### src/rtl/core/tcch_pkg.sv
// Shared types, constants and the arctangent table for the tilt-compensated compass.
// No dependencies; every other file in rtl/core imports this package.
`default_nettype none
package tcch_pkg;

    localparam int SAMPLE_BITS      = 16;
    localparam int MAG_W            = SAMPLE_BITS + 1;
    localparam int ALPHA_W          = 9;
    localparam int CFG_ADDR_W       = 3;
    localparam int CFG_DATA_W       = 16;
    localparam int IN_DATA_W        = 6 * SAMPLE_BITS;
    localparam int HEADING_W        = 15;
    localparam int OUT_DATA_W       = 16;
    localparam int QUEUE_DEPTH      = 2;
    localparam int DEF_CORDIC_STEPS = 16;

    localparam logic [ALPHA_W-1:0] MAG_ALPHA_RST = 9'd102;
    localparam logic [ALPHA_W-1:0] ACC_ALPHA_RST = 9'd26;

    // Angles in 2^-22 degree.
    localparam logic signed [33:0] DEG_180 = 34'sd754974720;
    localparam logic signed [33:0] DEG_360 = 34'sd1509949440;
    localparam logic [17:0]        HD_FULL = 18'd23040;

    typedef enum logic [CFG_ADDR_W-1:0] {
        REG_MAG_ALPHA      = 3'd0,
        REG_ACC_ALPHA      = 3'd1,
        REG_MAG_OFFSET_X   = 3'd2,
        REG_MAG_OFFSET_Y   = 3'd3,
        REG_MAG_OFFSET_Z   = 3'd4,
        REG_SENSOR_VARIANT = 3'd5
    } t_reg_idx;

    typedef struct packed {
        logic [ALPHA_W-1:0]           mag_alpha;
        logic [ALPHA_W-1:0]           acc_alpha;
        logic signed [CFG_DATA_W-1:0] mag_offset_x;
        logic signed [CFG_DATA_W-1:0] mag_offset_y;
        logic signed [CFG_DATA_W-1:0] mag_offset_z;
        logic                         sensor_variant;
    } t_cfg;

    // One classified sample handed from the front end to the back end.
    typedef struct packed {
        logic signed [MAG_W-1:0]       mx;
        logic signed [MAG_W-1:0]       my;
        logic signed [MAG_W-1:0]       mz;
        logic signed [SAMPLE_BITS-1:0] ax;
        logic signed [SAMPLE_BITS-1:0] ay;
        logic signed [SAMPLE_BITS-1:0] az;
        logic                          invalid;
    } t_item;

    typedef enum logic [3:0] {
        S_IDLE,
        S_MUL,
        S_SQRT,
        S_ABS,
        S_NORM,
        S_PRE,
        S_ROT,
        S_WRAP,
        S_DONE
    } t_back_state;

    typedef enum logic [2:0] {
        D_RYZ2,
        D_A2,
        D_X,
        D_Y,
        D_T
    } t_dest;

    // One restoring square-root step: radicand, partial remainder, partial root.
    typedef struct packed {
        logic [31:0] rad;
        logic [17:0] rem;
        logic [15:0] root;
    } t_sqrt;

    function automatic t_sqrt sqrt_step(input t_sqrt s);
        t_sqrt       o;
        logic [17:0] rem_n;
        logic [17:0] trial;
        rem_n = {s.rem[15:0], s.rad[31:30]};
        trial = {s.root, 2'b01};
        o.rad = {s.rad[29:0], 2'b00};
        if (rem_n >= trial) begin
            o.rem  = rem_n - trial;
            o.root = {s.root[14:0], 1'b1};
        end else begin
            o.rem  = rem_n;
            o.root = {s.root[14:0], 1'b0};
        end
        return o;
    endfunction

    function automatic logic [27:0] atan_deg(input logic [4:0] i);
        logic [27:0] v;
        unique case (i)
            5'd0:    v = 28'd188743680;
            5'd1:    v = 28'd111421900;
            5'd2:    v = 28'd58872272;
            5'd3:    v = 28'd29884485;
            5'd4:    v = 28'd15000234;
            5'd5:    v = 28'd7507429;
            5'd6:    v = 28'd3754631;
            5'd7:    v = 28'd1877430;
            5'd8:    v = 28'd938729;
            5'd9:    v = 28'd469366;
            5'd10:   v = 28'd234683;
            5'd11:   v = 28'd117342;
            5'd12:   v = 28'd58671;
            5'd13:   v = 28'd29335;
            5'd14:   v = 28'd14668;
            5'd15:   v = 28'd7334;
            5'd16:   v = 28'd3667;
            5'd17:   v = 28'd1833;
            5'd18:   v = 28'd917;
            5'd19:   v = 28'd458;
            5'd20:   v = 28'd229;
            5'd21:   v = 28'd115;
            5'd22:   v = 28'd57;
            5'd23:   v = 28'd29;
            5'd24:   v = 28'd14;
            5'd25:   v = 28'd7;
            5'd26:   v = 28'd4;
            5'd27:   v = 28'd2;
            5'd28:   v = 28'd1;
            default: v = 28'd0;
        endcase
        return v;
    endfunction

endpackage
`default_nettype wire

### src/rtl/core/tcch_queue.sv
// Short queue between the front end and the back end.
// Depends on tcch_pkg for the item type.
`default_nettype none
module tcch_queue
    import tcch_pkg::*;
#(
    parameter int DEPTH = QUEUE_DEPTH
) (
    input  wire logic  i_clk,
    input  wire logic  i_rst_n,
    input  wire logic  i_push,
    input  wire t_item i_item,
    output logic       o_full,
    input  wire logic  i_pop,
    output logic       o_empty,
    output t_item      o_item
);

    localparam int PTR_W = (DEPTH > 1) ? $clog2(DEPTH) : 1;
    localparam int CNT_W = $clog2(DEPTH + 1);

    t_item            r_mem [DEPTH];
    logic [PTR_W-1:0] r_wr;
    logic [PTR_W-1:0] r_rd;
    logic [CNT_W-1:0] r_cnt;

    assign o_full  = (r_cnt == CNT_W'(DEPTH));
    assign o_empty = (r_cnt == '0);
    assign o_item  = r_mem[r_rd];

    always_ff @(posedge i_clk) begin
        if (i_push) begin
            r_mem[r_wr] <= i_item;
        end
    end

    always_ff @(posedge i_clk) begin
        if (!i_rst_n) begin
            r_wr  <= '0;
            r_rd  <= '0;
            r_cnt <= '0;
        end else begin
            if (i_push) begin
                r_wr <= (r_wr == PTR_W'(DEPTH - 1)) ? '0 : r_wr + 1'b1;
            end
            if (i_pop) begin
                r_rd <= (r_rd == PTR_W'(DEPTH - 1)) ? '0 : r_rd + 1'b1;
            end
            if (i_push && !i_pop) begin
                r_cnt <= r_cnt + 1'b1;
            end else if (i_pop && !i_push) begin
                r_cnt <= r_cnt - 1'b1;
            end
        end
    end

endmodule
`default_nettype wire

### config.mk
export PLATFORM = sky130hd
export DESIGN_NAME = tcch_queue
export DESIGN_NICKNAME = d
export VERILOG_FILES = /design/src/rtl/core/tcch_pkg.sv /design/src/rtl/core/tcch_queue.sv
export SDC_FILE = /design/constraint.sdc
export NUM_CORES = 1
export LEC_CHECK = 0
export ABC_AREA = 1
export BUFFER_PORTS_ARGS = -buffer_cell sky130_fd_sc_hd__buf_2
export CAP_MARGIN = 0
export CORE_MARGIN = 2
export CORE_UTILIZATION = 45
export DETAILED_ROUTE_END_ITERATION = 16
export GPL_TIMING_DRIVEN = 0
export MAX_ROUTING_LAYER = met4
export PLACE_DENSITY = 0.67
export SKIP_LAST_GASP = 1
export SYNTH_ARGS = -nofsm -noshare
export SYNTH_HDL_FRONTEND = slang
export SYNTH_SLANG_ARGS = --single-unit
### constraint.sdc
create_clock -name i_clk -period 7.5 [get_ports i_clk]
set_input_delay 1.125 -clock i_clk [delete_from_list [all_inputs] [get_ports i_clk]]
set_output_delay 1.125 -clock i_clk [all_outputs]
set_load 0.1 [all_outputs]
======== Word-level counts from Yosys, hierarchy flattened ========
Memories as Yosys holds them, arrays and structs flattened. A register that Yosys moved wholly into a read port is not among the register bits.
Index checks and enable logic that the tools add are counted.
operators by class
  reductions and logical operators ........ 6
  add/sub/neg operators ................... 4
  mux-type cells .......................... 8
  eq/ne operators ......................... 1
operator list
  operator                                           number
  2-to-1 mux 1 bit                                   6
  2-to-1 mux 2 bit                                   2
  adder 1 bit (second input constant)                2
  adder 2 x 1 -> 2 bit (second input constant)       1
  equality test 2 bit (second input constant)        1
  logical AND 1 bit                                  2
  zero test 1 bit                                    2
  zero test 2 bit                                    1
  nonzero test 2 bit                                 1
  subtractor 2 x 1 -> 2 bit (second input constant)  1
storage, ports and cells
  word-level logic and storage cells ...... 23
  bits in writable memories ............... 200
  bits in registers ....................... 4
  memories kept ........................... 1
memories
  memory  words  bits a word  read ports  clocked after memory_dff  write ports  RTL line          RTL
  r_mem   2      100          1           1                         1            tcch_queue.sv:22  t_item r_mem [DEPTH];

======== Logic depth before layout (Yosys ltp) ========
  depth in word-level cells ............... 4
  depth in mapped cells ................... 8
  depth with buffers taken out ............ 8

======== Worst setup path before layout ========
No wires, ideal clock.
  path type ............................... input port to flip-flop
  start point ............................. input i_push
  end point ............................... memory r_mem[0][0] in the netlist's numbering, enable pin
  path buffers ............................ 0
  setup slack ............................. 1.587 ns
  data arrival time ....................... 5.351 ns
  data required time ...................... 6.938 ns
  stages .................................. 2
  setup time .............................. 0.562 ns
  cells stage by stage .................... inv_1 > nor2_1
on the way
  longest elaborated chain between the ends .. 2
ends and longest elaborated chain
  what                                    RTL line          RTL
  start: declaration                      tcch_queue.sv:11  input wire logic i_push,
  2-to-1 mux 1 bit                        tcch_queue.sv:32  if (i_push) begin
  2-to-1 mux 1 bit (not written as such)  tcch_queue.sv:33  r_mem[r_wr] <= i_item;
  end: declaration                        tcch_queue.sv:22
Every way passes these cells.

==> flow_summary.toml <==
[run_status]
outcome = "complete, no violations"

[sta]
setup_viol = 0
finalCriticalPeriod_ns = 3.01
finalCritPeriodShare_pct = 40.1
max_slew_margin_pct = 47.8
timing.fmax_mhz = 333
rsz0062_at_grt = "no"
slew_violations = 0
hold_viol = 0
fin_worst_skew_ns = 0.0264
tightestPinTransition_ns = 0.781

[layout]
fillers = 1345
stdcell_count = 822
nets = 684
utilization_pct = 58.2
final_common_cell = "buf_2"
drive_gt1_share_pct = 59.8
area_growth_pct = 26.7
mostFrequentLayoutCells = "buf_2 (205), edfxtp_1 (200), mux2_4 (100), clkbuf_16 (22), buf_12 (12)"

[clock_network]
clock_path_buffers = 3
cts-resized-gates = 0
cts.clk_slew.worst_paths_ns = 0.06
cts_tree = "yes"
clock_latency_ns = 0.50
clock-sinks = 205
htreeDepth = 1
cts_root_buf = "clkbuf_16"
cts_hold_buffers = 0
cts_setup_buffers = 0
cts_buffers = 22

[synthesis]
synthCells = 346
synth.distinct_cells = 13
yosysWarnings = 0
yosysSeqAreaShare_pct = 76.8
syn-num-nets = 451
postSynthAreaPerCell_um2 = 23.0
mappedNetlistArea_um2 = 7950
synth_seq_cells = 205

[setup_path]
r2r-end = "r_mem[0][42]$_DFFE_PP_"
endpoint_kind = "output port"
r2r_slack_ns = 5.67
reg2reg_depth = 3
slowest_stage = "dfxtp_1"
worstPathRequired_ns = 6.38
arrival_ns = 1.88
cp-start-kind = "flip-flop"
slowest_delay_ns = 0.32
crit_chain = "buf_6 > buf_12 > mux2_4 > buf_2"
crit_fanout = 10
path_class = "flip-flop to output port"
r2r_start = "r_wr$_SDFFE_PN0P_"

[global_route]
grt_pass1_wl_um = 20500
grtUsageTotal_pct = 14.8
grt_start_max_net_pins = 52
grt_remaining_overflow = 0
grt_pass1_vias = 4101
antenna_found_initial = 2

[floorplan]
die-area_um2 = 18700
die_width_um = 137
die_h_um = 137
core_area_um2 = 17300
start_util_pct = 45.9
boundaryPins = 206
rows = 48

[detailed_routing]
drc = 0
drt_wl_total_um = 13900
wl_met3_um = 1040
wl_met1_um = 5380
drtAntennaViolNets = 0
drtIter0Drc = 183
wl_met2_um = 7190
top_layer_used = "met4"
vias_per_cell = 4.77
first_pass_iters = 4
post_drt_wl_per_cell_um = 17.0
vias = 3919

[hold_path]
worst_hold_startpoint = "r_rd$_SDFFE_PN0P_"
whs_path_depth = 2
hp-class = "flip-flop to flip-flop"
holdPathEnd = "r_rd$_SDFFE_PN0P_"

[power_and_ir_drop]
p_per_area_nw_per_um2 = 298
finalPower_mw = 3.00
p_leak_nw = 4.06
max-vdd-ir-drop_uv = 241

[placed_design]
placed_cells = 780
io_buffers = 205
gp_congestion = 0.698
dpl.hpwl_um = 9540

[flow_run]
max_cap_viol_count = 0
critical path: cells and delay by family, from the launching register on:
family,cells,cell delay [ns]
mux,1,0.30
buf+inv,3,0.74
flops,1,0.32
metal layers:
| metal | vias to the layer above | global-route usage, % |
|---|---|---|
| met5 | - | - |
| met4 | 0 | 5.04 |
| met3 | 31 | 3.67 |
| met2 | 140 | 25.8 |
| met1 | 1916 | 16.8 |
| li1 | 1832 | - |
final cells by class:
class | count | area, um2 | share of cell area, %
plain buffers | 11 | 211 | 2.10
inverters | 8 | 32.5 | 0.323
clock inverters | 14 | 139 | 1.38
repair buffers | 209 | 1120 | 11.1
well taps | 225 | 282 | 2.80
multi-input cells | 122 | 1610 | 16.0
clock buffers | 26 | 566 | 5.62
diodes | 2 | 5.00 | 0.0497
flip-flops and latches | 205 | 6110 | 60.6
kinds of logic after synthesis:
kind of cell	synth area share (%)
multiplexers	18.9
AND/OR/NAND/NOR	0.945
adder cells (fa/ha/maj)	0.157
AO/OA/AOI/OAI	0.126
flip-flops	76.8
buffers and inverters	3.04
sequential cells by signal (all words and copies together), names as in the netlist, named ones only:
register,count
r_cnt,2
r_mem,200
r_wr,1
r_rd,1
report_power, final:
group | total (mW) | switching, mW | leakage, nW | internal (mW)
Clock | 1.03 | 0.419 | 0.347 | 0.614
Sequential | 1.34 | 0.0156 | 1.92 | 1.33
Combinational | 0.630 | 0.478 | 1.79 | 0.152
synth_stat cells:
cell type / instances / area (um2)
a21oi_1: 1 / 5.00
buf_12: 10 / 200
buf_6: 1 / 11.3
dfxtp_1: 5 / 100
edfxtp_1: 200 / 6010
ha_1: 1 / 12.5
inv_1: 8 / 30.0
mux2_4: 100 / 1500
nand2_1: 8 / 30.0
nand3_1: 1 / 5.00
nand4_1: 1 / 6.26
nor2_1: 9 / 33.8
o21ai_0: 1 / 5.00
how the worst max path moves through the flow:
stage | from | to | cells past startpoint
floorplan | i_push | r_mem[0][0]$_DFFE_PP_ | 2
global placement | i_push | r_mem[0][69]$_DFFE_PP_ | 3
detailed placement | i_push | r_mem[0][69]$_DFFE_PP_ | 5
CTS | flip-flop | o_item[25] | 4
global route | flip-flop | o_item[22] | 4
finish | flip-flop | o_item[25] | 4
metrics by stage:
step / setup TNS (ns) / hold slack [ns] / cell area, um2 / setup slack [ns]
final: 0 / 0.519 / 10100 / 4.49
after global routing: 0 / 0.553 / 10100 / 4.41
after CTS: 0 / 0.520 / 10100 / 4.44
after detailed placement: 0 / 0.500 / 9360 / 4.71
after global placement: -88.18 / 0.478 / 9250 / -0.887
after floorplan: 0 / 0.463 / 7950 / 1.59
Power figures use the tool's default switching activity.
