## config.mk

```make
export PLATFORM = sky130hd
export DESIGN_NAME = tcch_front
export DESIGN_NICKNAME = d
export VERILOG_FILES = /design/src/rtl/core/tcch_pkg.sv /design/src/rtl/core/tcch_front.sv
export SDC_FILE = /design/constraint.sdc
export NUM_CORES = 2
export LEC_CHECK = 0
export BUFFER_PORTS_ARGS = -buffer_cell sky130_fd_sc_hd__buf_2
export CORE_ASPECT_RATIO = 0.6
export CORE_MARGIN = 2
export CORE_UTILIZATION = 60
export CTS_CLUSTER_DIAMETER = 60
export CTS_CLUSTER_SIZE = 40
export DETAILED_ROUTE_END_ITERATION = 10
export HOLD_SLACK_MARGIN = 0.08
export PLACE_DENSITY = 0.84
export SYNTH_ARGS = -nofsm -noshare
export SYNTH_HDL_FRONTEND = slang
export SYNTH_SLANG_ARGS = --single-unit
```

## constraint.sdc

```tcl
create_clock -name i_clk -period 16.5 [get_ports i_clk]
set_input_delay 2.475 -clock i_clk [delete_from_list [all_inputs] [get_ports i_clk]]
set_output_delay 2.475 -clock i_clk [all_outputs]
set_load 0.02 [all_outputs]
```

## src/rtl/core/tcch_pkg.sv

```systemverilog
// Shared types, constants and the arctangent table for the tilt-compensated compass.
// No dependencies; every other file in rtl/core imports this package.
`default_nettype none
package tcch_pkg;

    localparam int SAMPLE_BITS      = 16;
    localparam int MAG_W            = SAMPLE_BITS + 1;
    localparam int ALPHA_W          = 9;
    localparam int CFG_ADDR_W       = 3;
    localparam int CFG_DATA_W       = 16;
    localparam int IN_DATA_W        = 6 * SAMPLE_BITS;
    localparam int HEADING_W        = 15;
    localparam int OUT_DATA_W       = 16;
    localparam int QUEUE_DEPTH      = 2;
    localparam int DEF_CORDIC_STEPS = 16;

    localparam logic [ALPHA_W-1:0] MAG_ALPHA_RST = 9'd102;
    localparam logic [ALPHA_W-1:0] ACC_ALPHA_RST = 9'd26;

    // Angles in 2^-22 degree.
    localparam logic signed [33:0] DEG_180 = 34'sd754974720;
    localparam logic signed [33:0] DEG_360 = 34'sd1509949440;
    localparam logic [17:0]        HD_FULL = 18'd23040;

    typedef enum logic [CFG_ADDR_W-1:0] {
        REG_MAG_ALPHA      = 3'd0,
        REG_ACC_ALPHA      = 3'd1,
        REG_MAG_OFFSET_X   = 3'd2,
        REG_MAG_OFFSET_Y   = 3'd3,
        REG_MAG_OFFSET_Z   = 3'd4,
        REG_SENSOR_VARIANT = 3'd5
    } t_reg_idx;

    typedef struct packed {
        logic [ALPHA_W-1:0]           mag_alpha;
        logic [ALPHA_W-1:0]           acc_alpha;
        logic signed [CFG_DATA_W-1:0] mag_offset_x;
        logic signed [CFG_DATA_W-1:0] mag_offset_y;
        logic signed [CFG_DATA_W-1:0] mag_offset_z;
        logic                         sensor_variant;
    } t_cfg;

    // One classified sample handed from the front end to the back end.
    typedef struct packed {
        logic signed [MAG_W-1:0]       mx;
        logic signed [MAG_W-1:0]       my;
        logic signed [MAG_W-1:0]       mz;
        logic signed [SAMPLE_BITS-1:0] ax;
        logic signed [SAMPLE_BITS-1:0] ay;
        logic signed [SAMPLE_BITS-1:0] az;
        logic                          invalid;
    } t_item;

    typedef enum logic [3:0] {
        S_IDLE,
        S_MUL,
        S_SQRT,
        S_ABS,
        S_NORM,
        S_PRE,
        S_ROT,
        S_WRAP,
        S_DONE
    } t_back_state;

    typedef enum logic [2:0] {
        D_RYZ2,
        D_A2,
        D_X,
        D_Y,
        D_T
    } t_dest;

    // One restoring square-root step: radicand, partial remainder, partial root.
    typedef struct packed {
        logic [31:0] rad;
        logic [17:0] rem;
        logic [15:0] root;
    } t_sqrt;

    function automatic t_sqrt sqrt_step(input t_sqrt s);
        t_sqrt       o;
        logic [17:0] rem_n;
        logic [17:0] trial;
        rem_n = {s.rem[15:0], s.rad[31:30]};
        trial = {s.root, 2'b01};
        o.rad = {s.rad[29:0], 2'b00};
        if (rem_n >= trial) begin
            o.rem  = rem_n - trial;
            o.root = {s.root[14:0], 1'b1};
        end else begin
            o.rem  = rem_n;
            o.root = {s.root[14:0], 1'b0};
        end
        return o;
    endfunction

    function automatic logic [27:0] atan_deg(input logic [4:0] i);
        logic [27:0] v;
        unique case (i)
            5'd0:    v = 28'd188743680;
            5'd1:    v = 28'd111421900;
            5'd2:    v = 28'd58872272;
            5'd3:    v = 28'd29884485;
            5'd4:    v = 28'd15000234;
            5'd5:    v = 28'd7507429;
            5'd6:    v = 28'd3754631;
            5'd7:    v = 28'd1877430;
            5'd8:    v = 28'd938729;
            5'd9:    v = 28'd469366;
            5'd10:   v = 28'd234683;
            5'd11:   v = 28'd117342;
            5'd12:   v = 28'd58671;
            5'd13:   v = 28'd29335;
            5'd14:   v = 28'd14668;
            5'd15:   v = 28'd7334;
            5'd16:   v = 28'd3667;
            5'd17:   v = 28'd1833;
            5'd18:   v = 28'd917;
            5'd19:   v = 28'd458;
            5'd20:   v = 28'd229;
            5'd21:   v = 28'd115;
            5'd22:   v = 28'd57;
            5'd23:   v = 28'd29;
            5'd24:   v = 28'd14;
            5'd25:   v = 28'd7;
            5'd26:   v = 28'd4;
            5'd27:   v = 28'd2;
            5'd28:   v = 28'd1;
            default: v = 28'd0;
        endcase
        return v;
    endfunction

endpackage
`default_nettype wire

```

## src/rtl/core/tcch_front.sv

```systemverilog
// Front end: takes samples, runs the six low-pass filters, subtracts hard-iron
// offsets and flags a zero acceleration vector. Depends on tcch_pkg.
`default_nettype none
module tcch_front
    import tcch_pkg::*;
(
    input  wire logic                 i_clk,
    input  wire logic                 i_rst_n,
    input  wire t_cfg                 i_cfg,
    input  wire logic                 i_valid,
    output logic                      o_ready,
    input  wire logic [IN_DATA_W-1:0] i_data,
    input  wire logic                 i_full,
    output logic                      o_push,
    output t_item                     o_item
);

    typedef logic signed [SAMPLE_BITS-1:0] t_smp;

    function automatic t_smp lpf(input t_smp raw, input t_smp old,
                                 input logic [ALPHA_W-1:0] alpha);
        logic [ALPHA_W-1:0] a;
        logic [ALPHA_W-1:0] b;
        logic signed [26:0] acc;
        logic signed [26:0] q;
        a   = (alpha > 9'd256) ? 9'd256 : alpha;
        b   = 9'd256 - a;
        acc = 27'(raw) * 27'($signed({1'b0, a})) + 27'(old) * 27'($signed({1'b0, b}));
        q   = acc >>> 8;
        // truncate toward zero
        if (acc[26] && (acc[7:0] != 8'd0)) begin
            q = q + 27'sd1;
        end
        return q[SAMPLE_BITS-1:0];
    endfunction

    t_smp r_filt [6];
    t_smp n_filt [6];
    logic w_accept;

    assign o_ready  = !i_full;
    assign w_accept = i_valid && !i_full;
    assign o_push   = w_accept;

    always_comb begin
        for (int k = 0; k < 6; k++) begin
            n_filt[k] = lpf(i_data[k*SAMPLE_BITS +: SAMPLE_BITS], r_filt[k],
                            (k < 3) ? i_cfg.mag_alpha : i_cfg.acc_alpha);
        end
        o_item.mx      = MAG_W'(n_filt[0]) - MAG_W'(i_cfg.mag_offset_x);
        o_item.my      = MAG_W'(n_filt[1]) - MAG_W'(i_cfg.mag_offset_y);
        o_item.mz      = MAG_W'(n_filt[2]) - MAG_W'(i_cfg.mag_offset_z);
        o_item.ax      = n_filt[3];
        o_item.ay      = n_filt[4];
        o_item.az      = n_filt[5];
        o_item.invalid = (n_filt[3] == '0) && (n_filt[4] == '0) && (n_filt[5] == '0);
    end

    always_ff @(posedge i_clk) begin
        if (!i_rst_n) begin
            for (int k = 0; k < 6; k++) begin
                r_filt[k] <= '0;
            end
        end else if (w_accept) begin
            for (int k = 0; k < 6; k++) begin
                r_filt[k] <= n_filt[k];
            end
        end
    end

endmodule
`default_nettype wire

```

## Word-level counts from Yosys, hierarchy flattened

Memories as Yosys holds them, arrays and structs flattened.
Cells that the tools add are included.

- Flip-flop bits (word level): 0
- RAM bits: 96
- Input bits: 167
- Output and inout bits: 102
- Memories kept: 1

- $add $sub $neg: 17
- $mul: 12
- Magnitude comparators: 2
- Mux-type cells: 18
- Bitwise gates (word level): 6
- Reductions and logical operators: 19

Memories:

| memory | words | width | rd ports | clocked after memory_dff | write ports | RTL line | source |
|---|---|---|---|---|---|---|---|
| r_filt | 6 | 16 | 6 | 0 | 6 | tcch_front.sv:37 | `t_smp r_filt [6];` |

Operators by type and width:

| kind | number |
|---|---|
| 16-bit by 10-bit multiplier with 26-bit output | 12 |
| 16-bit two-way mux | 12 |
| 26-bit by 26-bit adder with 27-bit output | 6 |
| 16-bit by 2-bit adder with 16-bit output, second input constant | 6 |
| 16-bit by 16-bit subtractor with 17-bit output | 3 |
| 16-bit zero test | 3 |
| 8-bit nonzero test | 6 |
| 9-bit greater-than comparator, second input constant | 2 |
| 9-bit two-way mux | 2 |
| 9-bit subtractor, first input constant | 2 |
| 1-bit logical AND | 9 |
| 1-bit bitwise OR | 6 |
| 1-bit two-way mux | 4 |
| 1-bit zero test | 1 |

## Logic depth before layout (Yosys ltp)

- Word-level depth: 11
- Mapped depth: 52
- Gate-level depth less buffers: 46

## Least setup slack after synthesis

No wires, ideal clock.

- Path kind: input to output
- From: in i_cfg[66] (netlist name)
- To: out o_item[82] (netlist name)
- Data arrival time: 12,982 ps
- Data required time: 14,025 ps
- Slack: 1,043 ps
- Stages on the path: 49
- Buffers on the path: 5
- Cells stage by stage: clkbuf_1 > nor2b_1 > clkbuf_1 > clkbuf_1 > inv_1 > ha_1 > xnor2_1 > clkbuf_1 > clkbuf_1 > nand2_1 > fa_1 > inv_1 > fa_1 > inv_1 > fa_1 > inv_1 > fa_1 > fa_1 > (+13 left out) > a31oi_2 > xnor2_1 > ha_1 > inv_1 > fa_1 > nand2_1 > nand2_1 > a21oi_1 > o21ai_0 > a21oi_1 > o21ai_0 > a21oi_1 > nor2b_1 > o21a_1 > o41ai_1 > o21ai_0 > nor3_1 > mux2_2

RTL lines:

| element | RTL line | source |
|---|---|---|
| start, declared | tcch_front.sv:9 | `input wire t_cfg i_cfg,` |
| end, declared | tcch_front.sv:15 | `output t_item o_item` |

==> results.ini <==
[synth]
synth_cell_types = 108
yosysTopAreaCell = fa_1
post-synth-top-count-cell = inv_1
synth.top_cell.area_share_pct = 47.9
synth_edf_count = 96
syn-cell-area_mm2 = 0.0748
postSynth.asyncResetShare_pct = 0
ys_ff_latch = 96
synth_seq_area_share_pct = 3.85
synth.avg_cell_area_um2 = 9.07
synthTopCellsByArea = fa_1 (48%), ha_1 (11%), inv_1 (10%), and2_1 (6.6%), nand2_1 (5.3%)
synthTopCellsByCount = inv_1 (2009), fa_1 (1791), nand2_1 (1062), and2_1 (788), ha_1 (644)
synth_warnings = 0
synthCells = 8245
synth_ff_type = edfxtp_1
synth.net_count = 10800

[grt]
grt_usage_pct = 32.5
use_met3_pct = 8.87
use_met2_pct = 47.2
grt_pass1_vias = 60500
top_usage_layer = met1
grt_start_max_net_pins = 80
grt_pass1_wl_um = 325000
gr-total-overflow = 0
antenna_found_initial = 27
use_met1_pct = 48.1

[timing]
setup_viol = 0
max_freq_mhz = 61.3
fin_crit_sh_pct = 98.9
fin_skew_ns = 0.0160
tightest_slew_ns = 1.21
drv_slew = 0
max_slew_margin_pct = 19.0
min_period_ns = 16.31
final-hold-violation-count = 0

[placement]
dp.final_hpwl_um = 167000
dp.cells = 9827
place.gp.congestion = 0.931
io_buffers = 267

[routing]
wl_per_cell_um = 20.2
viasPerCell = 5.69
drc = 0
wl_um = 199000
postRouteAntennaNets = 0
dr.first_iter.drc_count = 5493
vias = 56200
drt_first_pass_iters = 6

[die]
dieHeight_um = 278
boundaryPins = 269
core_mm2 = 0.124
start_util_pct = 60.4
die_w_um = 460
core.rowCount = 100
dieArea_mm2 = 0.128

[layout]
largest_register_ffs = 96
drive_above_1_share_pct = 6.02
synthToLayoutAreaGrowth_pct = 4.44
stdcell_count = 9873
reg_top3 = r_filt (96)
nets = 10800
top_register = r_filt

[critical_path]
rrSetupSlack_ns = 7.86
criticalPathCategory = input pin to output port
path_max_fanout = 27
cpPeakStageDelay_ns = 0.56
rr_startpoint = r_filt[3][15]
endpoint_kind = output port
cpMostUsedCell = fa_1
worst_r2r_path_depth = 28
critPathLaunchType = input pin
r2r_end = r_filt[3][15]
cp_slowest_cell = xor2_4
worstPathArrival_ns = 13.84
worstPathRequired_ns = 14.03

[clock_tree]
clk-insertion-delay-late_ns = 0.45
cts_buffers = 9
cts.sinks = 96
clk_pin_slew_worst_paths_ns = 0.10
cts_tree = yes
cts-root-buf = clkbuf_16
clockBufferDepth = 2
holdBufCountCts = 0
cts_htree_levels = 3

[job]
cap_viol_max_count = 0

[worst_hold_path]
min_from = r_filt[1][0]
hold_end = r_filt[1][0]
worstHoldPathType = flip-flop to flip-flop
holdPathStages = 6

[outcome]
outcome = completed

==> routing by layer <==
metal / up-vias / wire length [um] / part of all wire, %
met2: 3200 / 85100 / 43
met5: - / 81 / 0.041
li1: 24300 / - / -
met3: 346 / 26300 / 13
met1: 28400 / 81700 / 41
met4: 14 / 5830 / 2.9
==> cell type report <==
| type | instances | area [um^2] |
|---|---|---|
| antenna | 19 | 47.5 |
| clock buffer | 9 | 225 |
| clock inverter | 7 | 56.3 |
| fill | 9768 | 45700 |
| inverter | 2011 | 7550 |
| multi-input combinational | 5728 | 63100 |
| sequential | 96 | 2880 |
| tap | 1632 | 2040 |
| timing repair buffer | 371 | 2250 |
==> how the worst max path moves through the flow <==
| stage | depth (start not counted) | slack [ns] | endpoint | from |
|---|---|---|---|---|
| finish | 32 | 0.19 | o_item[0] | i_cfg[57] |
| CTS | 45 | 0.13 | o_item[65] | i_cfg[66] |
| global placement | 44 | 0.08 | o_item[65] | i_cfg[66] |
| detailed placement | 44 | -0.11 | o_item[65] | i_cfg[66] |
| global route | 47 | -0.04 | o_item[82] | i_cfg[66] |
| floorplan | 49 | 1.04 | o_item[82] | i_cfg[66] |
==> metrics by stage <==
| stage | instance area (um^2) | setup TNS, ns | setup WS, ns | utilization (%) | hold WS, ns |
|---|---|---|---|---|---|
| final | 78100 | 0 | 0.186 | 63.1 | 1.66 |
| after CTS | 77800 | 0 | 0.133 | 62.8 | 1.60 |
| after global routing | 78100 | -0.0699 | -0.0399 | 63.1 | 1.70 |
| after detailed placement | 77500 | -0.112 | -0.106 | 62.6 | 1.56 |
| after global placement | 77500 | 0 | 0.0795 | 62.6 | 1.55 |
| after floorplan | 74800 | 0 | 1.04 | - | 1.33 |
==> cells in the final DEF, fill, tap and decap left out, types with 89 or more instances in the layout <==
master	instances
xnor2_1	188
fa_1	1791
and2_1	786
edfxtp_1	96
buf_2	267
o21ai_0	98
a21oi_1	145
inv_1	2009
nor2_1	145
buf_4	89
xor2_1	99
ha_1	644
nor2b_1	110
nand2_1	1062
==> worst max-delay path: cells and delay by family <==
family | cells | cell delay (ns)
adder cells (fa/ha/maj) | 8 | 3.91
AO/OA/AOI/OAI | 2 | 0.65
XOR/XNOR | 2 | 0.91
buffers and inverters | 6 | 0.99
AND/OR/NAND/NOR | 14 | 4.86
==> timing repair <==
item	in CTS	in global routing
pin swaps	0	5
resized for setup	4	32
gates cloned	0	2
buffers inserted	0	9
endpoints found under the hold margin	0	0
endpoints found under the setup margin	3	19
==> cell families (layout without fill, tap and decap cells) <==
group | after synthesis | count (layout) | synth area share (%)
mux | 15 | 15 | 0.216
buf+inv | 2422 | 2398 | 12.4
compound gates | 546 | 546 | 4.88
simple gates | 2427 | 2427 | 16.4
fa+ha+maj | 2435 | 2435 | 58.7
xor+xnor | 304 | 305 | 3.57
other cells | 0 | 19 | 0
flops | 96 | 96 | 3.85
Power is left out: the tool's default activity adds up to more than one toggle a clock period on the data nets, which glitch-free logic cannot reach.
