[src/rtl/core/tcch_pkg.sv]
// Shared types, constants and the arctangent table for the tilt-compensated compass.
// No dependencies; every other file in rtl/core imports this package.
`default_nettype none
package tcch_pkg;

    localparam int SAMPLE_BITS      = 16;
    localparam int MAG_W            = SAMPLE_BITS + 1;
    localparam int ALPHA_W          = 9;
    localparam int CFG_ADDR_W       = 3;
    localparam int CFG_DATA_W       = 16;
    localparam int IN_DATA_W        = 6 * SAMPLE_BITS;
    localparam int HEADING_W        = 15;
    localparam int OUT_DATA_W       = 16;
    localparam int QUEUE_DEPTH      = 2;
    localparam int DEF_CORDIC_STEPS = 16;

    localparam logic [ALPHA_W-1:0] MAG_ALPHA_RST = 9'd102;
    localparam logic [ALPHA_W-1:0] ACC_ALPHA_RST = 9'd26;

    // Angles in 2^-22 degree.
    localparam logic signed [33:0] DEG_180 = 34'sd754974720;
    localparam logic signed [33:0] DEG_360 = 34'sd1509949440;
    localparam logic [17:0]        HD_FULL = 18'd23040;

    typedef enum logic [CFG_ADDR_W-1:0] {
        REG_MAG_ALPHA      = 3'd0,
        REG_ACC_ALPHA      = 3'd1,
        REG_MAG_OFFSET_X   = 3'd2,
        REG_MAG_OFFSET_Y   = 3'd3,
        REG_MAG_OFFSET_Z   = 3'd4,
        REG_SENSOR_VARIANT = 3'd5
    } t_reg_idx;

    typedef struct packed {
        logic [ALPHA_W-1:0]           mag_alpha;
        logic [ALPHA_W-1:0]           acc_alpha;
        logic signed [CFG_DATA_W-1:0] mag_offset_x;
        logic signed [CFG_DATA_W-1:0] mag_offset_y;
        logic signed [CFG_DATA_W-1:0] mag_offset_z;
        logic                         sensor_variant;
    } t_cfg;

    // One classified sample handed from the front end to the back end.
    typedef struct packed {
        logic signed [MAG_W-1:0]       mx;
        logic signed [MAG_W-1:0]       my;
        logic signed [MAG_W-1:0]       mz;
        logic signed [SAMPLE_BITS-1:0] ax;
        logic signed [SAMPLE_BITS-1:0] ay;
        logic signed [SAMPLE_BITS-1:0] az;
        logic                          invalid;
    } t_item;

    typedef enum logic [3:0] {
        S_IDLE,
        S_MUL,
        S_SQRT,
        S_ABS,
        S_NORM,
        S_PRE,
        S_ROT,
        S_WRAP,
        S_DONE
    } t_back_state;

    typedef enum logic [2:0] {
        D_RYZ2,
        D_A2,
        D_X,
        D_Y,
        D_T
    } t_dest;

    // One restoring square-root step: radicand, partial remainder, partial root.
    typedef struct packed {
        logic [31:0] rad;
        logic [17:0] rem;
        logic [15:0] root;
    } t_sqrt;

    function automatic t_sqrt sqrt_step(input t_sqrt s);
        t_sqrt       o;
        logic [17:0] rem_n;
        logic [17:0] trial;
        rem_n = {s.rem[15:0], s.rad[31:30]};
        trial = {s.root, 2'b01};
        o.rad = {s.rad[29:0], 2'b00};
        if (rem_n >= trial) begin
            o.rem  = rem_n - trial;
            o.root = {s.root[14:0], 1'b1};
        end else begin
            o.rem  = rem_n;
            o.root = {s.root[14:0], 1'b0};
        end
        return o;
    endfunction

    function automatic logic [27:0] atan_deg(input logic [4:0] i);
        logic [27:0] v;
        unique case (i)
            5'd0:    v = 28'd188743680;
            5'd1:    v = 28'd111421900;
            5'd2:    v = 28'd58872272;
            5'd3:    v = 28'd29884485;
            5'd4:    v = 28'd15000234;
            5'd5:    v = 28'd7507429;
            5'd6:    v = 28'd3754631;
            5'd7:    v = 28'd1877430;
            5'd8:    v = 28'd938729;
            5'd9:    v = 28'd469366;
            5'd10:   v = 28'd234683;
            5'd11:   v = 28'd117342;
            5'd12:   v = 28'd58671;
            5'd13:   v = 28'd29335;
            5'd14:   v = 28'd14668;
            5'd15:   v = 28'd7334;
            5'd16:   v = 28'd3667;
            5'd17:   v = 28'd1833;
            5'd18:   v = 28'd917;
            5'd19:   v = 28'd458;
            5'd20:   v = 28'd229;
            5'd21:   v = 28'd115;
            5'd22:   v = 28'd57;
            5'd23:   v = 28'd29;
            5'd24:   v = 28'd14;
            5'd25:   v = 28'd7;
            5'd26:   v = 28'd4;
            5'd27:   v = 28'd2;
            5'd28:   v = 28'd1;
            default: v = 28'd0;
        endcase
        return v;
    endfunction

endpackage
`default_nettype wire

[src/rtl/core/tcch_back.sv]
// Back end: products on one shared multiplier, two square roots, range
// normalization, vectoring CORDIC, wrap and rounding, output register.
// Depends on tcch_pkg.
`default_nettype none
module tcch_back
    import tcch_pkg::*;
#(
    parameter int CORDIC_STEPS = DEF_CORDIC_STEPS
) (
    input  wire logic          i_clk,
    input  wire logic          i_rst_n,
    input  wire logic          i_variant,
    input  wire logic          i_empty,
    input  wire t_item         i_item,
    output logic               o_pop,
    output logic               o_valid,
    input  wire logic          i_ready,
    output logic [HEADING_W-1:0] o_heading,
    output logic               o_invalid
);

    localparam int NSTEPS = (CORDIC_STEPS > 32) ? 32 : CORDIC_STEPS;

    t_back_state r_state, n_state;
    logic [5:0]  r_cnt, n_cnt;

    t_item              r_item, n_item;
    logic [31:0]        r_ryz2, n_ryz2;
    logic signed [51:0] r_x, n_x;
    logic signed [51:0] r_y, n_y;
    logic signed [33:0] r_t, n_t;
    logic [51:0]        r_mag_x, n_mag_x;
    logic [51:0]        r_mag_y, n_mag_y;
    logic signed [33:0] r_z, n_z;
    t_sqrt              r_sq_a, n_sq_a;
    t_sqrt              r_sq_r, n_sq_r;
    logic [HEADING_W-1:0] r_hd, n_hd;
    logic               r_inv, n_inv;
    logic               r_out_valid, n_out_valid;
    logic [HEADING_W-1:0] r_out_hd, n_out_hd;
    logic               r_out_inv, n_out_inv;

    // shared multiplier
    logic signed [33:0] w_opa;
    logic signed [17:0] w_opb;
    logic signed [51:0] w_prod;
    logic signed [51:0] w_base;
    logic signed [51:0] w_sum;
    logic               w_sub;
    t_dest              w_dest;
    logic [16:0]        w_absz;
    logic signed [51:0] w_dx;
    logic signed [51:0] w_dy;
    logic signed [33:0] w_zw;
    logic [17:0]        w_q;

    assign w_absz = r_item.az[SAMPLE_BITS-1] ? 17'(-18'(r_item.az)) : 17'(r_item.az);

    always_comb begin
        w_opa  = 34'(r_item.ay);
        w_opb  = 18'(r_item.ay);
        w_dest = D_T;
        w_base = '0;
        w_sub  = 1'b0;
        unique case (r_cnt[3:0])
            4'd0: begin
                w_opa = 34'(r_item.ay); w_opb = 18'(r_item.ay); w_dest = D_RYZ2;
            end
            4'd1: begin
                w_opa = 34'(r_item.az); w_opb = 18'(r_item.az); w_dest = D_RYZ2;
                w_base = $signed({20'd0, r_ryz2});
            end
            4'd2: begin
                w_opa = 34'(r_item.ax); w_opb = 18'(r_item.ax); w_dest = D_A2;
                w_base = $signed({20'd0, r_ryz2});
            end
            4'd3: begin
                w_opa = $signed({2'b00, r_ryz2}); w_opb = 18'(r_item.mx); w_dest = D_X;
            end
            4'd4: begin
                w_opa = 34'(r_item.mz); w_opb = 18'(r_item.ax); w_dest = D_T;
            end
            4'd5: begin
                w_opa = r_t; w_opb = $signed({2'b00, r_sq_r.root}); w_dest = D_X;
                w_base = r_x;
            end
            4'd6: begin
                w_opa = 34'(r_item.mx); w_opb = 18'(r_item.ax); w_dest = D_T;
            end
            4'd7: begin
                w_opa = r_t; w_opb = 18'(r_item.ay); w_dest = D_Y; w_sub = 1'b1;
            end
            4'd8: begin
                w_opa = 34'(r_item.my); w_opb = $signed({1'b0, w_absz}); w_dest = D_T;
            end
            4'd9: begin
                w_opa = r_t; w_opb = $signed({2'b00, r_sq_a.root}); w_dest = D_Y;
                w_base = r_y;
            end
            4'd10: begin
                w_opa = 34'(r_item.mz); w_opb = 18'(r_item.ay); w_dest = D_T;
            end
            4'd11: begin
                w_opa = r_t; w_opb = $signed({2'b00, r_sq_r.root}); w_dest = D_Y;
                w_base = r_y; w_sub = !i_variant;
            end
            default: begin
                w_opa = '0; w_opb = '0; w_dest = D_T;
            end
        endcase
        w_prod = 52'(w_opa) * 52'(w_opb);
        w_sum  = w_sub ? (w_base - w_prod) : (w_base + w_prod);
    end

    assign w_dx = r_y >>> r_cnt[4:0];
    assign w_dy = r_x >>> r_cnt[4:0];
    assign w_zw = (r_z < 0) ? (r_z + DEG_360) : ((r_z >= DEG_360) ? (r_z - DEG_360) : r_z);
    assign w_q  = 18'((w_zw + 34'sd32768) >>> 16);

    always_comb begin
        n_state     = r_state;
        n_cnt       = r_cnt;
        n_item      = r_item;
        n_ryz2      = r_ryz2;
        n_x         = r_x;
        n_y         = r_y;
        n_t         = r_t;
        n_mag_x     = r_mag_x;
        n_mag_y     = r_mag_y;
        n_z         = r_z;
        n_sq_a      = r_sq_a;
        n_sq_r      = r_sq_r;
        n_hd        = r_hd;
        n_inv       = r_inv;
        n_out_valid = r_out_valid && !i_ready;
        n_out_hd    = r_out_hd;
        n_out_inv   = r_out_inv;
        o_pop       = 1'b0;

        unique case (r_state)
            S_IDLE: begin
                if (!i_empty) begin
                    o_pop  = 1'b1;
                    n_item = i_item;
                    n_cnt  = '0;
                    if (i_item.invalid) begin
                        n_hd    = '0;
                        n_inv   = 1'b1;
                        n_state = S_DONE;
                    end else begin
                        n_inv   = 1'b0;
                        n_state = S_MUL;
                    end
                end
            end
            S_MUL: begin
                unique case (w_dest)
                    D_RYZ2:  n_ryz2 = w_sum[31:0];
                    D_A2:    n_sq_a = '{rad: w_sum[31:0], rem: '0, root: '0};
                    D_X:     n_x    = w_sum;
                    D_Y:     n_y    = w_sum;
                    D_T:     n_t    = w_sum[33:0];
                    default: n_t    = r_t;
                endcase
                n_cnt = r_cnt + 6'd1;
                if (r_cnt == 6'd2) begin
                    n_sq_r  = '{rad: r_ryz2, rem: '0, root: '0};
                    n_cnt   = '0;
                    n_state = S_SQRT;
                end else if (r_cnt == 6'd11) begin
                    n_state = S_ABS;
                end
            end
            S_SQRT: begin
                n_sq_a = sqrt_step(r_sq_a);
                n_sq_r = sqrt_step(r_sq_r);
                n_cnt  = r_cnt + 6'd1;
                if (r_cnt == 6'd15) begin
                    if (r_ryz2 == '0) begin
                        // acceleration along X only: roll taken as zero
                        n_x     = (r_item.ax > 0) ? 52'(r_item.mz) : -52'(r_item.mz);
                        n_y     = 52'(r_item.my);
                        n_state = S_ABS;
                    end else begin
                        n_cnt   = 6'd3;
                        n_state = S_MUL;
                    end
                end
            end
            S_ABS: begin
                n_mag_x = r_x[51] ? 52'(-r_x) : 52'(r_x);
                n_mag_y = r_y[51] ? 52'(-r_y) : 52'(r_y);
                n_state = S_NORM;
            end
            S_NORM: begin
                // shift both until each magnitude is below 2^30
                if ((|r_mag_x[51:30]) || (|r_mag_y[51:30])) begin
                    n_mag_x = r_mag_x >> 1;
                    n_mag_y = r_mag_y >> 1;
                    n_x     = r_x >>> 1;
                    n_y     = r_y >>> 1;
                end else begin
                    n_state = S_PRE;
                end
            end
            S_PRE: begin
                if (r_x < 0) begin
                    n_x = -r_x;
                    n_y = -r_y;
                    n_z = DEG_180;
                end else begin
                    n_z = '0;
                end
                n_cnt   = '0;
                n_state = S_ROT;
            end
            S_ROT: begin
                if (r_y > 0) begin
                    n_x = r_x + w_dx;
                    n_y = r_y - w_dy;
                    n_z = r_z + $signed({6'd0, atan_deg(r_cnt[4:0])});
                end else if (r_y < 0) begin
                    n_x = r_x - w_dx;
                    n_y = r_y + w_dy;
                    n_z = r_z - $signed({6'd0, atan_deg(r_cnt[4:0])});
                end
                n_cnt = r_cnt + 6'd1;
                if (r_cnt == 6'(NSTEPS - 1)) begin
                    n_state = S_WRAP;
                end
            end
            S_WRAP: begin
                n_hd    = (w_q >= HD_FULL) ? '0 : w_q[HEADING_W-1:0];
                n_state = S_DONE;
            end
            S_DONE: begin
                if (!r_out_valid || i_ready) begin
                    n_out_valid = 1'b1;
                    n_out_hd    = r_hd;
                    n_out_inv   = r_inv;
                    n_state     = S_IDLE;
                end
            end
            default: n_state = S_IDLE;
        endcase
    end

    always_ff @(posedge i_clk) begin
        if (!i_rst_n) begin
            r_state     <= S_IDLE;
            r_cnt       <= '0;
            r_out_valid <= 1'b0;
        end else begin
            r_state     <= n_state;
            r_cnt       <= n_cnt;
            r_out_valid <= n_out_valid;
        end
    end

    always_ff @(posedge i_clk) begin
        r_item    <= n_item;
        r_ryz2    <= n_ryz2;
        r_x       <= n_x;
        r_y       <= n_y;
        r_t       <= n_t;
        r_mag_x   <= n_mag_x;
        r_mag_y   <= n_mag_y;
        r_z       <= n_z;
        r_sq_a    <= n_sq_a;
        r_sq_r    <= n_sq_r;
        r_hd      <= n_hd;
        r_inv     <= n_inv;
        r_out_hd  <= n_out_hd;
        r_out_inv <= n_out_inv;
    end

    assign o_valid   = r_out_valid;
    assign o_heading = r_out_hd;
    assign o_invalid = r_out_inv;

    a_hd_range: assert property (@(posedge i_clk) disable iff (!i_rst_n)
        r_out_valid |-> (r_out_hd < HD_FULL[HEADING_W-1:0]))
        else $error("heading out of range");

    a_inv_zero: assert property (@(posedge i_clk) disable iff (!i_rst_n)
        (r_out_valid && r_out_inv) |-> (r_out_hd == '0))
        else $error("invalid sample with nonzero heading");

    a_root_order: assert property (@(posedge i_clk) disable iff (!i_rst_n)
        (r_state == S_MUL && r_cnt >= 6'd3) |-> (r_sq_a.root >= r_sq_r.root))
        else $error("total magnitude below YZ magnitude");

    a_pop_idle: assert property (@(posedge i_clk) disable iff (!i_rst_n)
        o_pop |-> (r_state == S_IDLE && !i_empty))
        else $error("pop outside idle");

endmodule
`default_nettype wire
[config.mk]
export PLATFORM = sky130hd
export DESIGN_NAME = tcch_back
export DESIGN_NICKNAME = d
export VERILOG_FILES = /design/src/rtl/core/tcch_pkg.sv /design/src/rtl/core/tcch_back.sv
export SDC_FILE = /design/constraint.sdc
export NUM_CORES = 2
export LEC_CHECK = 0
export BUFFER_PORTS_ARGS = -buffer_cell sky130_fd_sc_hd__buf_2
export CORE_UTILIZATION = 25
export CTS_BUF_LIST = sky130_fd_sc_hd__clkbuf_16
export DETAILED_ROUTE_END_ITERATION = 6
export PLACE_DENSITY = 0.48
export SLEW_MARGIN = 40
export SYNTH_ARGS = -nofsm -noshare
export SYNTH_HDL_FRONTEND = slang
export SYNTH_SLANG_ARGS = --single-unit
[constraint.sdc]
create_clock -name i_clk -period 26.3 [get_ports i_clk]
set_input_delay 7.89 -clock i_clk [delete_from_list [all_inputs] [get_ports i_clk]]
set_output_delay 7.89 -clock i_clk [all_outputs]
set_load 0.1 [all_outputs]
# ---- Word-level counts from Yosys, hierarchy flattened
# Memories as Yosys holds them, arrays and structs flattened. A register that Yosys moved wholly into a read port is not among the register bits.
# Index checks and enable logic that the tools add are counted.
dict set report op_classes {
  n_lt_le_gt_ge 9
  n_addsub 18
  n_eq_ne 41
  reduce_logical 44
  bitwise 2
  n_mux 75
  mul 1
  shift 2
}
# op count
set ops {}
lappend ops {{52-bit 2-to-1 mux} 18}
lappend ops {{52-bit one-hot mux with 5 select lines} 2}
lappend ops {{34-bit one-hot mux with 8 select lines} 1}
lappend ops {{66-bit one-hot mux with 2 select lines} 2}
lappend ops {{52-bit one-hot mux with 2 select lines} 2}
lappend ops {{34-bit 2-to-1 mux} 6}
lappend ops {{52-bit adder} 3}
lappend ops {{52-bit one-hot mux with 3 select lines} 1}
lappend ops {{52-bit subtractor} 3}
lappend ops {{28-bit 2-to-1 mux} 5}
lappend ops {{66-bit 2-to-1 mux} 2}
lappend ops {{18-bit one-hot mux with 7 select lines} 1}
lappend ops {{52-bit by 1-bit less-than comparator with 1-bit output, second input constant} 2}
lappend ops {{52-bit negator} 2}
lappend ops {{52-bit by 5-bit >>> shifter with 52-bit output} 2}
lappend ops {{51-bit 2-to-1 mux} 2}
lappend ops {{34-bit one-hot mux with 2 select lines} 1}
lappend ops {{52-bit by 1-bit greater-than comparator with 1-bit output, second input constant} 1}
lappend ops {{34-bit by 18-bit multiplier with 52-bit output} 1}
lappend ops {{17-bit negator with 52-bit output} 1}
lappend ops {{15-bit 2-to-1 mux} 3}
lappend ops {{22-bit OR reduction} 2}
lappend ops {{18-bit greater-or-equal comparator} 2}
lappend ops {{4-bit one-hot mux with 9 select lines} 1}
lappend ops {{other kinds (52)} 126}
dict set report totals {
  word_cells 222
  ff_bits 578
  rom_bits 1792
  input_bits 105
  mem_count 2
}
# name depth width rd rd_clocked_by_memory_dff write_ports line_no
set mem_list {}
lappend mem_list {{(no name shown)} 32 28 1 1 0 tcch_pkg.sv:100} ;# unique case (i)
lappend mem_list {{(no name shown)} 32 28 1 1 0 tcch_pkg.sv:100}

# ---- Logic depth before layout (Yosys ltp)
dict set report logic_depth {
  ltp_word 8
  depth_mapped 56
  depth_no_buf 47
}

# ---- Worst setup path before layout
# Ideal clock, no wire load.
dict set report synth_timing {
  path_type {input to output}
  startpoint {in i_empty}
  endpoint {out o_pop}
  path_buffers 0
  setup_slack_ns -3.031
  t_arrival_ns 21.441
  cell_stages 1
  cell_sequence {nor4b_1}
}
dict set report synth_via {
  elab_chain_cells 2
}
# element line_no
set synth_rtl {}
lappend synth_rtl {{from (decl)} tcch_back.sv:13} ;# input wire logic i_empty,
lappend synth_rtl {{1-bit 2-to-1 mux} tcch_back.sv:142} ;# if (!i_empty) begin
lappend synth_rtl {{1-bit 2-to-1 mux} tcch_back.sv:140} ;# unique case (r_state)
lappend synth_rtl {{to (decl)} tcch_back.sv:15} ;# output logic o_pop,
# No other way between the ends.

# ---- Final worst setup path
# Same ends and word-level chain as after synthesis.

==> reports/qor.yml <==
drtPass1Iterations: 7
layout_min_cycle_time_ps: 17080
status: "finished with violations"
synth_cells: 8241
mean_cell_area_of_the_mapped_netlist_um2: 8.78
die_width_um: 540
synthesis_to_finish_area_growth_pct: 10.3
postRouteAntennaNets: 0
grt.overflow.total: 0
timing_worst_setup_path_type: "in -> out"
ctsHtreeMaxLevel: 3
r2r-end: "r_y[50]$_DFFE_PP_"
synthFlopType: "sky130_fd_sc_hd__edfxtp_1"
gp_congestion: 0.965
pin_count_of_the_biggest_net_entering_global_routing: 88
cap_violations: 0
max_slew_margin: 0.373
number_of_enable_type_register_cells_in_the_synthesized_netlist: 507
synth_fp_nets: 9314
core.rowCount: 197
topRoutingLayerUsed: "met5"
critical_path_peak_fanout: 7
hold_violation_count_in_the_final_report: 0
startpoint_type: "input port"
grt_antenna_before_repair: 14
r2r_cells: 50
tns_ps: 0
gr-usage-all-layers: 0.209
reg2reg_slack_ps: 11210
worst_hold_path_type: "reg -> reg"
start_util: 0.251
tritoncts: "done"
drc: 26
final_min_period_over_clock_period: 0.650
holdPathEnd: "o_heading[4]$_DFFE_PP_"
wire_length_of_the_first_global_routing_pass_um: 454000
worst_slew_pin_slew_ps: 934
fmax_ghz: 0.0585
met3RoutedLength_um: 24000
floorplan.die_area_um2: 291000
cts.repair_timing.setup_buffer_count: 0
worst_hold_startpoint: "r_hd[4]$_SDFFCE_PP0P_"
yosysSeqAreaShare: 0.221
core_area_um2: 288000
wl_per_cell_um: 26.0
dr_total_vias: 64700
hold-path-cell-count: 0
port_buffers: 122
timing_max_transition_violations_final: 0
post_cts.resized_instances: 0
cts.sinks: 546
synth.lib_cells_used.distinct: 108
grt_setup_unrepaired: "false"
setup_viol_count_final: 0
hold_buffers: 0
timing.rr.start: "r_cnt[1]$_SDFFE_PN0P_"
violations: "DRC"
cts-buffers-inserted: 67
crit_arrival_ps: 9190
top_level_ports: 123
clock_latency_ps: 730
drt_iter0_drc: 6878
dp_hpwl_um: 243000
cp_data_required_time_ps: 18410
synthesized_cell_area_um2: 72300
clock_skew_ps: 43.9
critPathCaptureType: "output pin"
detailroute.wirelength.met2_um: 137000
yosysWarningCount: 0
hold_ws_ps: 422
drt-total-wl_um: 310000
clock_tree.buffer_depth: 3
grt_pass1_vias: 64900
die-height_um: 540
ys_ff_latch: 546
synthArstFlopShare: 0
drive_gt1_frac: 0.0926
fin_nets: 9186
ctsRootBufferMaster: "sky130_fd_sc_hd__clkbuf_16"
clk_transition_reported_paths_ps: 60
vias_per_cell: 5.41
wl_met1_um: 137000
-- cell usage in the layout, fill, tap and decap left out, drive strengths merged, types with 39 or more instances in the layout --
cell,synthesis,final
o211ai,105,105
a22oi,79,79
nor3,107,107
nand2b,64,64
a211oi,51,51
mux2,48,48
mux4,129,129
and2,65,65
edfxtp,507,507
ha,379,379
fa,589,589
nand3,133,133
a221oi,116,116
xor2,280,280
o31ai,51,51
nor2b,63,63
nand4,51,51
inv,882,905
buf,126,328
xnor2,301,301
and3,54,54
mux2i,145,145
nor4,59,59
a222oi,75,75
dfxtp,39,39
nor2,717,717
a21oi,378,378
a21o,160,160
clkbuf,399,70
or3,66,66
o21ai,340,340
o21bai,46,46
o21a,50,50
nand2,1120,1120
-- cell families after synthesis --
logic type               share of synthesized area
buffers and inverters                       0.0772
adder cells (fa/ha/maj)                      0.229
AND/OR/NAND/NOR                              0.164
multiplexers                                0.0682
flip-flops                                   0.221
AO/OA/AOI/OAI                                0.170
XOR/XNOR                                    0.0704
-- metrics by stage --
stage / util / instance area [um2] / instances / setup slack [ps]
6_report: 0.277 / 79800 / 12000 / 9220
5_1_grt: 0.277 / 79800 / 11900 / 9150
4_1_cts: 0.277 / 79700 / 11900 / 9180
3_5_place_dp: 0.269 / 77400 / 11800 / 9170
3_3_place_gp: 0.268 / 77200 / 11800 / 9180
2_1_floorplan: - / 72300 / 8241 / 3560
-- cell usage after synthesis (130+ instances only) --
| library cell | n | share of area |
|---|---|---|
| sky130_fd_sc_hd__nand2_1 | 1120 | 0.058 |
| sky130_fd_sc_hd__nor2_1 | 716 | 0.037 |
| sky130_fd_sc_hd__a21oi_1 | 378 | 0.026 |
| sky130_fd_sc_hd__edfxtp_1 | 507 | 0.21 |
| sky130_fd_sc_hd__nand3_1 | 130 | 0.0090 |
| sky130_fd_sc_hd__inv_1 | 879 | 0.046 |
| sky130_fd_sc_hd__o21ai_0 | 329 | 0.023 |
| sky130_fd_sc_hd__fa_1 | 589 | 0.16 |
| sky130_fd_sc_hd__xor2_1 | 280 | 0.034 |
| sky130_fd_sc_hd__clkbuf_1 | 399 | 0.021 |
| sky130_fd_sc_hd__a21o_1 | 160 | 0.017 |
| sky130_fd_sc_hd__xnor2_1 | 301 | 0.036 |
| sky130_fd_sc_hd__ha_1 | 379 | 0.066 |
| sky130_fd_sc_hd__mux2i_1 | 145 | 0.020 |
-- layout make-up --
class                           instances  area (um2)
Sequential cell                       546       16000
Multi-Input combinational cell       6286       51200
Inverter                              884        3320
Fill cell                           30700      208000
Timing Repair Buffer                  328        2210
Tap cell                             3781        4730
Clock buffer                           70        1750
Clock inverter                         53         553
Antenna cell                            5        12.5
-- flip-flops by register name (all words and copies together) (netlist names), named ones only --
signal / count
o_invalid: 1
o_heading: 15
r_sq_a: 64
r_z: 34
r_item: 99
r_t: 34
r_sq_r: 64
r_y: 52
r_hd: 15
r_cnt: 6
r_mag_y: 22
r_state: 4
r_ryz2: 32
r_mag_x: 22
o_valid: 1
r_x: 52
r_inv: 1
-- worst max path at each step --
stage,slack (ps),startpoint,endpoint,cells after the start
floorplan,3560,i_empty,o_pop,1
global placement,9180,i_empty,o_pop,4
detailed placement,9170,i_empty,o_pop,4
CTS,9180,i_empty,o_pop,4
global route,9150,i_empty,o_pop,4
finish,9220,i_empty,o_pop,4
-- layer usage --
| layer | global-route usage | vias to the layer above |
|---|---|---|
| met1 | 0.288 | 32900 |
| li1 | - | 28600 |
| met3 | 0.0344 | 467 |
| met4 | 0.0794 | 14 |
| met5 | 0 | - |
| met2 | 0.326 | 2801 |
-- critical path, stage by stage --
cell                      delay, ps
sky130_fd_sc_hd__buf_2          120
sky130_fd_sc_hd__nor4b_4        260
sky130_fd_sc_hd__buf_4          360
sky130_fd_sc_hd__buf_2          500
Power is not shown: default switching activity piles up to over one toggle a cycle in this logic, so the estimate is an artifact.
